$ cat config.mk
export PLATFORM = sky130hd
export DESIGN_NAME = mesi_single_line_coherence_unit
export DESIGN_NICKNAME = d
export VERILOG_FILES = /design/src/hw/rtl/mesi_pkg.sv /design/src/hw/rtl/mesi_single_line_coherence_unit.sv /design/src/hw/rtl/mesi_ram.sv /design/src/hw/rtl/mesi_seq.sv
export SDC_FILE = /design/constraint.sdc
export NUM_CORES = 1
export LEC_CHECK = 0
export BUFFER_PORTS_ARGS = -buffer_cell sky130_fd_sc_hd__buf_4
export CAP_MARGIN = 10
export CELL_PAD_IN_SITES_DETAIL_PLACEMENT = 1
export CELL_PAD_IN_SITES_GLOBAL_PLACEMENT = 1
export CORE_MARGIN = 2
export CORE_UTILIZATION = 54
export CTS_CLUSTER_SIZE = 40
export DETAILED_ROUTE_END_ITERATION = 16
export GPL_TIMING_DRIVEN = 0
export PLACE_DENSITY_LB_ADDON = 0.1
export SLEW_MARGIN = 10
export SYNTH_ARGS = -nofsm -noshare
export SYNTH_HDL_FRONTEND = slang
export SYNTH_HIERARCHICAL = 1
export SYNTH_SLANG_ARGS = --single-unit
$ cat constraint.sdc
create_clock -name clk -period 5.95 [get_ports clk]
set_clock_uncertainty 0.15 [all_clocks]
set_input_delay 0.2975 -clock clk [delete_from_list [all_inputs] [get_ports clk]]
set_output_delay 0.2975 -clock clk [all_outputs]
set_load 0.02 [all_outputs]
$ cat src/hw/rtl/mesi_pkg.sv
`timescale 1ns / 1ps
// ----------------------------------------------------------------------------
// mesi_pkg
// Shared types, codes and the microcode program of the MESI line controller.
// ----------------------------------------------------------------------------
package mesi_pkg;

  localparam int DATA_W = 32;
  localparam int ST_W   = 2;
  localparam int WORD_W = ST_W + DATA_W;

  localparam logic [DATA_W-1:0] MEM_RESET = 32'd15213;

  // Operation codes carried in the request.
  localparam logic [1:0] K_READ  = 2'd0;
  localparam logic [1:0] K_WRITE = 2'd1;
  localparam logic [1:0] K_EVICT = 2'd2;
  localparam logic [1:0] K_NONE  = 2'd3;

  typedef enum logic [1:0] {
    ST_I = 2'd0,
    ST_S = 2'd1,
    ST_E = 2'd2,
    ST_M = 2'd3
  } line_st_t;

  typedef enum logic [3:0] {
    OP_NOP,
    OP_CLEAR,
    OP_LOAD,
    OP_RD_OWN,
    OP_LATCH_OWN,
    OP_SCAN_INIT,
    OP_SCAN,
    OP_FILL,
    OP_SHARE,
    OP_HIT,
    OP_WR_OWN,
    OP_DROP_OWN,
    OP_PROMOTE,
    OP_EMIT
  } uop_t;

  typedef enum logic [3:0] {
    C_ALWAYS,
    C_START,
    C_BAD,
    C_WRITE,
    C_EVICT,
    C_OWN_VALID,
    C_SCAN_MORE,
    C_FOUND,
    C_OWN_EXCL,
    C_OWN_SHARED,
    C_ONE_LEFT,
    C_CLR_MORE,
    C_OUT_FREE
  } cond_t;

  typedef logic [4:0] upc_t;

  typedef struct packed {
    uop_t op;
    cond_t cond;
    upc_t  jump_true;
    upc_t  jump_false;
  } ucode_t;

  // Status flags that the datapath hands to the sequencer.
  typedef struct packed {
    logic start;
    logic bad;
    logic is_write;
    logic is_evict;
    logic own_valid;
    logic scan_more;
    logic found;
    logic own_excl;
    logic own_shared;
    logic one_left;
    logic clr_more;
    logic out_free;
  } seq_flags_t;

  localparam upc_t U_CLR  = 5'd0;
  localparam upc_t U_IDLE = 5'd1;
  localparam upc_t U_RHIT = 5'd12;
  localparam upc_t U_WR   = 5'd13;
  localparam upc_t U_EV   = 5'd17;
  localparam upc_t U_OUT  = 5'd23;

  function automatic ucode_t ucode_rom(input upc_t a);
    ucode_t u;
    case (a)
      5'd0:  u = '{OP_CLEAR,     C_CLR_MORE,   U_CLR,  U_IDLE};
      5'd1:  u = '{OP_LOAD,      C_START,      5'd2,   U_IDLE};
      5'd2:  u = '{OP_RD_OWN,    C_BAD,        U_OUT,  5'd3};
      5'd3:  u = '{OP_LATCH_OWN, C_ALWAYS,     5'd4,   5'd4};
      5'd4:  u = '{OP_NOP,       C_WRITE,      U_WR,   5'd5};
      5'd5:  u = '{OP_NOP,       C_EVICT,      U_EV,   5'd6};
      // Read.
      5'd6:  u = '{OP_NOP,       C_OWN_VALID,  U_RHIT, 5'd7};
      5'd7:  u = '{OP_SCAN_INIT, C_ALWAYS,     5'd8,   5'd8};
      5'd8:  u = '{OP_SCAN,      C_SCAN_MORE,  5'd8,   5'd9};
      5'd9:  u = '{OP_NOP,       C_FOUND,      5'd11,  5'd10};
      5'd10: u = '{OP_FILL,      C_ALWAYS,     U_OUT,  U_OUT};
      5'd11: u = '{OP_SHARE,     C_ALWAYS,     U_OUT,  U_OUT};
      5'd12: u = '{OP_HIT,       C_ALWAYS,     U_OUT,  U_OUT};
      // Write.
      5'd13: u = '{OP_NOP,       C_OWN_EXCL,   5'd16,  5'd14};
      5'd14: u = '{OP_SCAN_INIT, C_ALWAYS,     5'd15,  5'd15};
      5'd15: u = '{OP_SCAN,      C_SCAN_MORE,  5'd15,  5'd16};
      5'd16: u = '{OP_WR_OWN,    C_ALWAYS,     U_OUT,  U_OUT};
      // Evict.
      5'd17: u = '{OP_NOP,       C_OWN_VALID,  5'd18,  U_OUT};
      5'd18: u = '{OP_DROP_OWN,  C_OWN_SHARED, 5'd19,  U_OUT};
      5'd19: u = '{OP_SCAN_INIT, C_ALWAYS,     5'd20,  5'd20};
      5'd20: u = '{OP_SCAN,      C_SCAN_MORE,  5'd20,  5'd21};
      5'd21: u = '{OP_NOP,       C_ONE_LEFT,   5'd22,  U_OUT};
      5'd22: u = '{OP_PROMOTE,   C_ALWAYS,     U_OUT,  U_OUT};
      5'd23: u = '{OP_EMIT,      C_OUT_FREE,   U_IDLE, U_OUT};
      default: u = '{OP_NOP,     C_ALWAYS,     U_IDLE, U_IDLE};
    endcase
    return u;
  endfunction

endpackage

$ cat src/hw/rtl/mesi_single_line_coherence_unit.sv
`timescale 1ns / 1ps
// ----------------------------------------------------------------------------
// mesi_single_line_coherence_unit
// MESI state and data for one memory line across NUM_CORES cores.
// ----------------------------------------------------------------------------
//   Each request on the in_ channel is a read, write or evict by one core and
//   produces exactly one result on the out_ channel (read data and a related
//   flag). Requests are handled one at a time by a microcoded sequencer, and
//   per-core state and data live in one RAM with a registered read port.
//   A read miss scans the cores through the single read port, one core per
//   cycle, and stops at the first other holder; a write to an S/I line or an
//   evict of a Shared line scans every core. A read hit, a write to an E/M
//   line, an evict of an Invalid line and an ignored request need no scan.
//   in_tready rises together with out_tvalid, once the result is registered.
//   The result sits in an output register, so the next request is accepted
//   while it waits for out_tready; if the receiver stalls longer, the
//   following result waits inside and in_tready stays low. After reset a
//   clearing pass sets every line Invalid with in_tready low.
// ----------------------------------------------------------------------------
module mesi_single_line_coherence_unit #(
  parameter int NUM_CORES = 16
) (
  input  logic        clk,
  input  logic        rst_n,
  input  logic        in_tvalid,
  output logic        in_tready,
  input  logic [39:0] in_tdata,   // [3:0] core_id, [35:4] write_data, rest zero
  input  logic [1:0]  in_tuser,   // [1:0] kind
  output logic        out_tvalid,
  input  logic        out_tready,
  output logic [39:0] out_tdata   // [31:0] read_data, [32] related, rest zero
);

  localparam int AW = $clog2(NUM_CORES);
  localparam int JW = $clog2(NUM_CORES + 1);
  localparam int DW = mesi_pkg::DATA_W;
  localparam int WW = mesi_pkg::WORD_W;

  mesi_pkg::uop_t       op;
  mesi_pkg::seq_flags_t flags;

  logic          ram_we;
  logic [AW-1:0] ram_waddr;
  logic [WW-1:0] ram_wdata;
  logic [AW-1:0] ram_raddr;
  logic [WW-1:0] ram_rdata;

  logic [1:0]    kind_r, kind_nxt;
  logic [3:0]    core_r, core_nxt;
  logic [DW-1:0] wdata_r, wdata_nxt;
  logic [DW-1:0] mem_r, mem_nxt;
  logic [1:0]    own_st_r, own_st_nxt;
  logic [DW-1:0] own_d_r, own_d_nxt;
  logic [JW-1:0] j_r, j_nxt;
  logic          pv_r, pv_nxt;
  logic [AW-1:0] pj_r, pj_nxt;
  logic          found_r, found_nxt;
  logic [DW-1:0] sd_r, sd_nxt;
  logic [1:0]    cnt_r, cnt_nxt;
  logic [AW-1:0] last_r, last_nxt;
  logic [DW-1:0] last_d_r, last_d_nxt;
  logic [DW-1:0] rd_r, rd_nxt;
  logic          rel_r, rel_nxt;
  logic          out_valid_r, out_valid_nxt;
  logic [DW-1:0] out_rd_r, out_rd_nxt;
  logic          out_rel_r, out_rel_nxt;

  logic [AW-1:0] core_a;
  logic [1:0]    scan_st;
  logic [DW-1:0] scan_d;
  logic          scan_other;
  logic          issue;
  logic          stop_now;
  logic          out_free;

  assign core_a     = AW'(core_r);
  assign scan_st    = ram_rdata[WW-1:DW];
  assign scan_d     = ram_rdata[DW-1:0];
  assign scan_other = pv_r && (pj_r != core_a);
  assign issue      = (j_r != JW'(NUM_CORES));
  assign out_free   = !out_valid_r || out_tready;
  // A read miss stops at the first other holder.
  assign stop_now   = (kind_r == mesi_pkg::K_READ) && scan_other &&
                      (scan_st != mesi_pkg::ST_I) && !found_r;

  assign in_tready  = (op == mesi_pkg::OP_LOAD);
  assign out_tvalid = out_valid_r;
  assign out_tdata  = {7'd0, out_rel_r, out_rd_r};

  always_comb begin
    flags.start      = in_tvalid;
    flags.bad        = (kind_r == mesi_pkg::K_NONE) ||
                       ({28'd0, core_r} >= 32'(NUM_CORES));
    flags.is_write   = (kind_r == mesi_pkg::K_WRITE);
    flags.is_evict   = (kind_r == mesi_pkg::K_EVICT);
    flags.own_valid  = (own_st_r != mesi_pkg::ST_I);
    flags.scan_more  = issue && !stop_now;
    flags.found      = found_r;
    flags.own_excl   = (own_st_r == mesi_pkg::ST_M) || (own_st_r == mesi_pkg::ST_E);
    flags.own_shared = (own_st_r == mesi_pkg::ST_S);
    flags.one_left   = (cnt_r == 2'd1);
    flags.clr_more   = (j_r != JW'(NUM_CORES - 1));
    flags.out_free   = out_free;
  end

  mesi_seq u_seq (
    .clk   (clk),
    .rst_n (rst_n),
    .flags (flags),
    .op    (op)
  );

  mesi_ram #(
    .WIDTH (WW),
    .DEPTH (NUM_CORES)
  ) u_lines (
    .clk   (clk),
    .we    (ram_we),
    .waddr (ram_waddr),
    .wdata (ram_wdata),
    .raddr (ram_raddr),
    .rdata (ram_rdata)
  );

  always_comb begin
    kind_nxt      = kind_r;
    core_nxt      = core_r;
    wdata_nxt     = wdata_r;
    mem_nxt       = mem_r;
    own_st_nxt    = own_st_r;
    own_d_nxt     = own_d_r;
    j_nxt         = j_r;
    pv_nxt        = pv_r;
    pj_nxt        = pj_r;
    found_nxt     = found_r;
    sd_nxt        = sd_r;
    cnt_nxt       = cnt_r;
    last_nxt      = last_r;
    last_d_nxt    = last_d_r;
    rd_nxt        = rd_r;
    rel_nxt       = rel_r;
    out_valid_nxt = out_tready ? 1'b0 : out_valid_r;
    out_rd_nxt    = out_rd_r;
    out_rel_nxt   = out_rel_r;
    ram_we        = 1'b0;
    ram_waddr     = core_a;
    ram_wdata     = '0;
    ram_raddr     = core_a;

    case (op)
      mesi_pkg::OP_CLEAR: begin
        ram_we    = 1'b1;
        ram_waddr = j_r[AW-1:0];
        ram_wdata = {mesi_pkg::ST_I, {DW{1'b0}}};
        j_nxt     = j_r + 1'b1;
      end
      mesi_pkg::OP_LOAD: begin
        if (in_tvalid) begin
          kind_nxt  = in_tuser;
          core_nxt  = in_tdata[3:0];
          wdata_nxt = in_tdata[35:4];
          rd_nxt    = '0;
          rel_nxt   = 1'b0;
        end
      end
      mesi_pkg::OP_RD_OWN: begin
        ram_raddr = core_a;
      end
      mesi_pkg::OP_LATCH_OWN: begin
        own_st_nxt = ram_rdata[WW-1:DW];
        own_d_nxt  = ram_rdata[DW-1:0];
      end
      mesi_pkg::OP_SCAN_INIT: begin
        j_nxt     = '0;
        pv_nxt    = 1'b0;
        found_nxt = 1'b0;
        cnt_nxt   = 2'd0;
      end
      mesi_pkg::OP_SCAN: begin
        // Issue the next core's read while the previous one is examined.
        ram_raddr = j_r[AW-1:0];
        pv_nxt    = issue;
        pj_nxt    = j_r[AW-1:0];
        if (issue) begin
          j_nxt = j_r + 1'b1;
        end
        ram_waddr = pj_r;
        case (kind_r)
          mesi_pkg::K_READ: begin
            if (stop_now) begin
              found_nxt = 1'b1;
              sd_nxt    = scan_d;
              if (scan_st == mesi_pkg::ST_M) begin
                mem_nxt = scan_d;
              end
              ram_we    = 1'b1;
              ram_wdata = {mesi_pkg::ST_S, scan_d};
            end
          end
          mesi_pkg::K_WRITE: begin
            if (scan_other) begin
              if (scan_st == mesi_pkg::ST_M) begin
                mem_nxt = scan_d;
              end
              ram_we    = 1'b1;
              ram_wdata = {mesi_pkg::ST_I, {DW{1'b0}}};
            end
          end
          mesi_pkg::K_EVICT: begin
            if (scan_other && (scan_st == mesi_pkg::ST_S)) begin
              cnt_nxt    = (cnt_r == 2'd0) ? 2'd1 : 2'd2;
              last_nxt   = pj_r;
              last_d_nxt = scan_d;
            end
          end
          default: begin
          end
        endcase
      end
      mesi_pkg::OP_FILL: begin
        ram_we    = 1'b1;
        ram_wdata = {mesi_pkg::ST_E, mem_r};
        rd_nxt    = mem_r;
        rel_nxt   = 1'b1;
      end
      mesi_pkg::OP_SHARE: begin
        ram_we    = 1'b1;
        ram_wdata = {mesi_pkg::ST_S, sd_r};
        rd_nxt    = sd_r;
        rel_nxt   = 1'b1;
      end
      mesi_pkg::OP_HIT: begin
        rd_nxt  = own_d_r;
        rel_nxt = 1'b1;
      end
      mesi_pkg::OP_WR_OWN: begin
        ram_we    = 1'b1;
        ram_wdata = {mesi_pkg::ST_M, wdata_r};
        rel_nxt   = 1'b1;
      end
      mesi_pkg::OP_DROP_OWN: begin
        ram_we    = 1'b1;
        ram_wdata = {mesi_pkg::ST_I, {DW{1'b0}}};
        if (own_st_r == mesi_pkg::ST_M) begin
          mem_nxt = own_d_r;
        end
        rel_nxt = 1'b1;
      end
      mesi_pkg::OP_PROMOTE: begin
        ram_we    = 1'b1;
        ram_waddr = last_r;
        ram_wdata = {mesi_pkg::ST_E, last_d_r};
      end
      mesi_pkg::OP_EMIT: begin
        if (out_free) begin
          out_valid_nxt = 1'b1;
          out_rd_nxt    = rd_r;
          out_rel_nxt   = rel_r;
        end
      end
      default: begin
      end
    endcase
  end

  always_ff @(posedge clk) begin
    if (!rst_n) begin
      mem_r       <= mesi_pkg::MEM_RESET;
      j_r         <= '0;
      pv_r        <= 1'b0;
      found_r     <= 1'b0;
      cnt_r       <= 2'd0;
      out_valid_r <= 1'b0;
    end else begin
      mem_r       <= mem_nxt;
      j_r         <= j_nxt;
      pv_r        <= pv_nxt;
      found_r     <= found_nxt;
      cnt_r       <= cnt_nxt;
      out_valid_r <= out_valid_nxt;
    end
  end

  always_ff @(posedge clk) begin
    kind_r    <= kind_nxt;
    core_r    <= core_nxt;
    wdata_r   <= wdata_nxt;
    own_st_r  <= own_st_nxt;
    own_d_r   <= own_d_nxt;
    pj_r      <= pj_nxt;
    sd_r      <= sd_nxt;
    last_r    <= last_nxt;
    last_d_r  <= last_d_nxt;
    rd_r      <= rd_nxt;
    rel_r     <= rel_nxt;
    out_rd_r  <= out_rd_nxt;
    out_rel_r <= out_rel_nxt;
  end

endmodule

$ cat src/hw/rtl/mesi_ram.sv
`timescale 1ns / 1ps
// ----------------------------------------------------------------------------
// mesi_ram
// Generic single-write, single-read RAM with a registered read port.
// ----------------------------------------------------------------------------
module mesi_ram #(
  parameter int WIDTH = 34,
  parameter int DEPTH = 16
) (
  input  logic                     clk,
  input  logic                     we,
  input  logic [$clog2(DEPTH)-1:0] waddr,
  input  logic [WIDTH-1:0]         wdata,
  input  logic [$clog2(DEPTH)-1:0] raddr,
  output logic [WIDTH-1:0]         rdata
);

  logic [WIDTH-1:0] mem [DEPTH];
  logic [WIDTH-1:0] rdata_r;

  always_ff @(posedge clk) begin
    if (we) begin
      mem[waddr] <= wdata;
    end
    rdata_r <= mem[raddr];
  end

  assign rdata = rdata_r;

endmodule

$ cat src/hw/rtl/mesi_seq.sv
`timescale 1ns / 1ps
// ----------------------------------------------------------------------------
// mesi_seq
// Microprogram sequencer: step counter, control store and branch selection.
// ----------------------------------------------------------------------------
module mesi_seq (
  input  logic                clk,
  input  logic                rst_n,
  input  mesi_pkg::seq_flags_t flags,
  output mesi_pkg::uop_t      op
);

  mesi_pkg::upc_t   upc_r;
  mesi_pkg::upc_t   upc_nxt;
  mesi_pkg::ucode_t word;
  logic             taken;

  assign word = mesi_pkg::ucode_rom(upc_r);

  always_comb begin
    case (word.cond)
      mesi_pkg::C_ALWAYS:     taken = 1'b1;
      mesi_pkg::C_START:      taken = flags.start;
      mesi_pkg::C_BAD:        taken = flags.bad;
      mesi_pkg::C_WRITE:      taken = flags.is_write;
      mesi_pkg::C_EVICT:      taken = flags.is_evict;
      mesi_pkg::C_OWN_VALID:  taken = flags.own_valid;
      mesi_pkg::C_SCAN_MORE:  taken = flags.scan_more;
      mesi_pkg::C_FOUND:      taken = flags.found;
      mesi_pkg::C_OWN_EXCL:   taken = flags.own_excl;
      mesi_pkg::C_OWN_SHARED: taken = flags.own_shared;
      mesi_pkg::C_ONE_LEFT:   taken = flags.one_left;
      mesi_pkg::C_CLR_MORE:   taken = flags.clr_more;
      mesi_pkg::C_OUT_FREE:   taken = flags.out_free;
      default:                taken = 1'b1;
    endcase
    upc_nxt = taken ? word.jump_true : word.jump_false;
  end

  always_comb begin
    op = word.op;
  end

  always_ff @(posedge clk) begin
    if (!rst_n) begin
      upc_r <= mesi_pkg::U_CLR;
    end else begin
      upc_r <= upc_nxt;
    end
  end

endmodule
==> metrics.md <==
| Metric | Value |
|---|---|
| Starting DRT DRC Count | 1,668 |
| CP Launch Type | register |
| Vias in the first global route | 19,497 |
| Cell Chain, Critical Path | inv_1 > ha_1 > nor4bb_1 > o21ba_2 > and4b_1 > a211oi_4 > o221ai_4 > nor2_4 > mux2i_1 > inv_2 > ha_1 > inv_1 > a31oi_1 > a32oi_1 > o22ai_1 |
| Top Ports | slightly below 90 |
| Core box area | 60,100 µm² |
| Finished Cell Area | 38,300 µm² |
| Worst-Margin Slew | 0.973 ns |
| Setup TNS Final | 0 ns |
| Routed wl met2 | 41.9 mm |
| Hold Crit Class | input pin to register |
| DRT Wirelength | around 87 mm |
| Final estimated routing congestion in global placement | 0.853 |
| Slowest stage cell, crit path | mux2i_1 |
| WS Path Type | register to register |
| Post-Route M1 WL | 36.0 mm |
| Comb power frac | between 20% and 30% |
| Final hold vios | 0 |
| Clk pwr share | a little under a third |
| Switching share of power | 28.9% |
| Net Sw Power | 5060 µW |
| F_max | 0.214 GHz |
| Layout cell share with drive strength beyond 1 | 22.1% |
| Synth async-reset ratio | 0% |
| Rel. slew slack | 34.6% |
| Uppermost layer routed | met4 |
| Full die area | approximately 63,000 µm² |
| Total number of vias | between 15,000 and 20,000 |
| CTS tree | built |
| Post-synth cell types | 79 |
| Layout Cells excl Fill | just under 3,000 |
| RSZ-0062 raised after global routing | no |
| Int Pwr | 12,500 µW |
| Worst Hold Path Cells | 2 |
| Nets | 2,128 |
| First-pass GRT wire length | 128 mm |
| Post-place instance area | 35,000 µm² |
| First-pass iteration count of the detailed router | 5 |
| Yosys warns | 6 |
| DR WL/cell | 29.6 µm |
| Mapped Avg Cell Area | 18.0 µm² |
| Reg2Reg Depth | 15 |
| Final setup viols | 0 |
| Netlist Area Pre-Place | 32,800 µm² |
| EDFF count, synth | roughly 750 |
| Post-Synthesis Cells | 1,817 |
| Total congestion overflow | 0 |
| Clk pin slew, worst setup/hold paths | 0.06 ns |
| Worst setup EP type | register |
| WL met3 | roughly 6.3 mm |
| Buffers on Ports | 76 |
| Leak | about 0.013 µW |
| Reg2reg start | j_r[0] |
| Top_reg_cell synth | edfxtp_1 |
| Commonest non-fill, non-tap cell in the layout | edfxtp_1 |
| Die Ht | between 200 and 300 µm |
| Cts bufs inserted | 88 |
| Initial Utilization | a little over half |
| # fillers | 5,179 |
| Most frequent cells in the layout | edfxtp_1, nand2_1, a22oi_1 |
| Crit-path max cell delay | 0.68 ns |
| Number of remaining DRC errors | 0 |
| PwrDens | 457 nW/µm² |
| GRT Total Usage | between 20% and 30% |
| Final period utilization | 78.6% |
| Placed Cells | between 2,000 and 3,000 |
| FP Rows | 90 |
| Leading area contributor after synthesis | edfxtp_1 |
| Flop2flop setup slack | 1.27 ns |
| Post-CTS Setup Repair Bufs | 0 |
| Area grow syn2layout | 17.0% |
| Final HPWL DP | just under 60 mm |
| CTS Hold Buffers Added | 40 |
| Initial antenna violation count | 3 |
| Hold endpoint | kind_r[0] |
| CTS sink cnt | between 800 and 900 |
| Yosys top cell area share | 69.1% |
| DRT antenna net count | 0 |
| Status | complete, no violations |
| Post-synthesis sequential area ratio | 74.9% |
| Vias per inst | 6.31 |
| MaxCap Viol Count | 0 |
| CP Data Arrival Time | 5.00 ns |
| Register bit count reported by yosys | 848 |
| Die X | ~250 µm |
| Hold Path Origin | in_tvalid |
| VDD IR max | 0.300 mV |
| Max Root-Sink Buffers | 3 |
| Root Buffer | clkbuf_16 |
| Maximum fanout along the worst path | 11 |
| Post_cts resized | 0 |
| Largest net degree at the start of global routing | 32 |
| Area contributors post-synth | edfxtp_1, mux4_2, dfxtp_1 |
| Slew Limit Fails | 0 |
| # H-tree levels | 3 |
| Crit path required time | between 6 and 7 ns |
| Sequential share of power | approximately half |
| Final min period | 4.68 ns |
| RR Endpoint | u_seq/word[13] |
| Clock Latency Late Sink | between 0.6 and 0.7 ns |
==> power by group through the flow <==
stage / Clock (µW) / Sequential (µW) / Combinational, µW
finish: 5530 / 8440 / 3570
global route: 5820 / 8540 / 3810
CTS: 5610 / 8440 / 3550
detailed placement: 0 / 8550 / 3500
global placement: 0 / 8540 / 3120
floorplan: 0 / 8360 / 2140
==> Yosys cell counts, drive strengths merged, types with 18 or more instances <==
| master | n |
|---|---|
| edfxtp | 754 |
| nand2 | 164 |
| a22oi | 140 |
| mux4 | 136 |
| dfxtp | 94 |
| nand3 | 67 |
| clkbuf | 59 |
| buf | 53 |
| mux2i | 40 |
| nor2 | 34 |
| a21oi | 32 |
| o211a | 23 |
| nand2b | 21 |
| o21ai | 18 |
==> per-stage QoR <==
stage               hold WS [ns]  power, µW  utilization [%]  setup WS, ns
global placement           0.251      11700             57.1         -1.67
floorplan                  0.246      10500                -          1.18
detailed placement         0.255      12100             58.3          1.39
CTS                       0.0949      17600             63.8          1.32
global route               0.112      18200             63.8          1.02
finish                     0.122      17500             63.8          1.27
==> how the worst max path moves through the flow <==
stage,start,cells after the start,to,slack [ns]
finish,j_r[0],15,u_seq/word[13],1.27
detailed placement,j_r[0],15,u_seq/word[13],1.39
global route,j_r[0],15,u_seq/word[5],1.02
floorplan,pj_r[0],7,u_lines/mem[0][0],1.18
global placement,u_seq/word[16],9,u_lines/mem[8][23],-1.67
CTS,j_r[0],15,u_seq/word[13],1.32
==> layout make-up <==
type | count | area (µm²) | share of cell area [%]
clock inverter | 48 | 524 | 1.37
inverter | 13 | 48.8 | 0.127
tap | 782 | 978 | 2.55
buffer | 112 | 571 | 1.49
sequential | 848 | 24500 | 64.0
antenna | 1 | 2.50 | 0.00653
multi-input combinational | 850 | 7780 | 20.3
timing repair buffer | 157 | 1550 | 4.03
clock buffer | 117 | 2360 | 6.16
==> metal layers <==
layer | track usage [%] | up-vias
li1 | - | 7819
met1 | 39.3 | 9792
met2 | 45.5 | 696
met3 | 5.41 | 161
met4 | 8.79 | 0
met5 | 0 | -
==> registers in the layout, indices dropped and copies added (netlist names), 5 cells and up <==
register and flops:
out_rd_r 32, sd_r 32, rd_r 32, wdata_r 32, u_lines/rdata 34, j_r 5, own_d_r 32, u_seq/word 18
last_d_r 32, u_lines/mem 544, mem_r 32
==> kinds of logic after synthesis <==
group           count (synthesis)  synth area share, %
mux                           182                 10.8
buf+inv                       125                 1.89
xor+xnor                       11                0.294
compound gates                281                 6.45
flops                         848                 74.9
other cells                     1               0.0114
simple gates                  357                 5.24
fa+ha+maj                      12                0.458
==> worst max-delay path: cells and delay by family, from the launching register on <==
kind / cells / cell delay [ns]
compound gates: 6 / 1.23
fa+ha+maj: 2 / 0.42
buf+inv: 3 / 0.56
flops: 1 / 0.36
mux: 1 / 0.68
simple gates: 3 / 1.12
(Power assumes the default switching activity.)
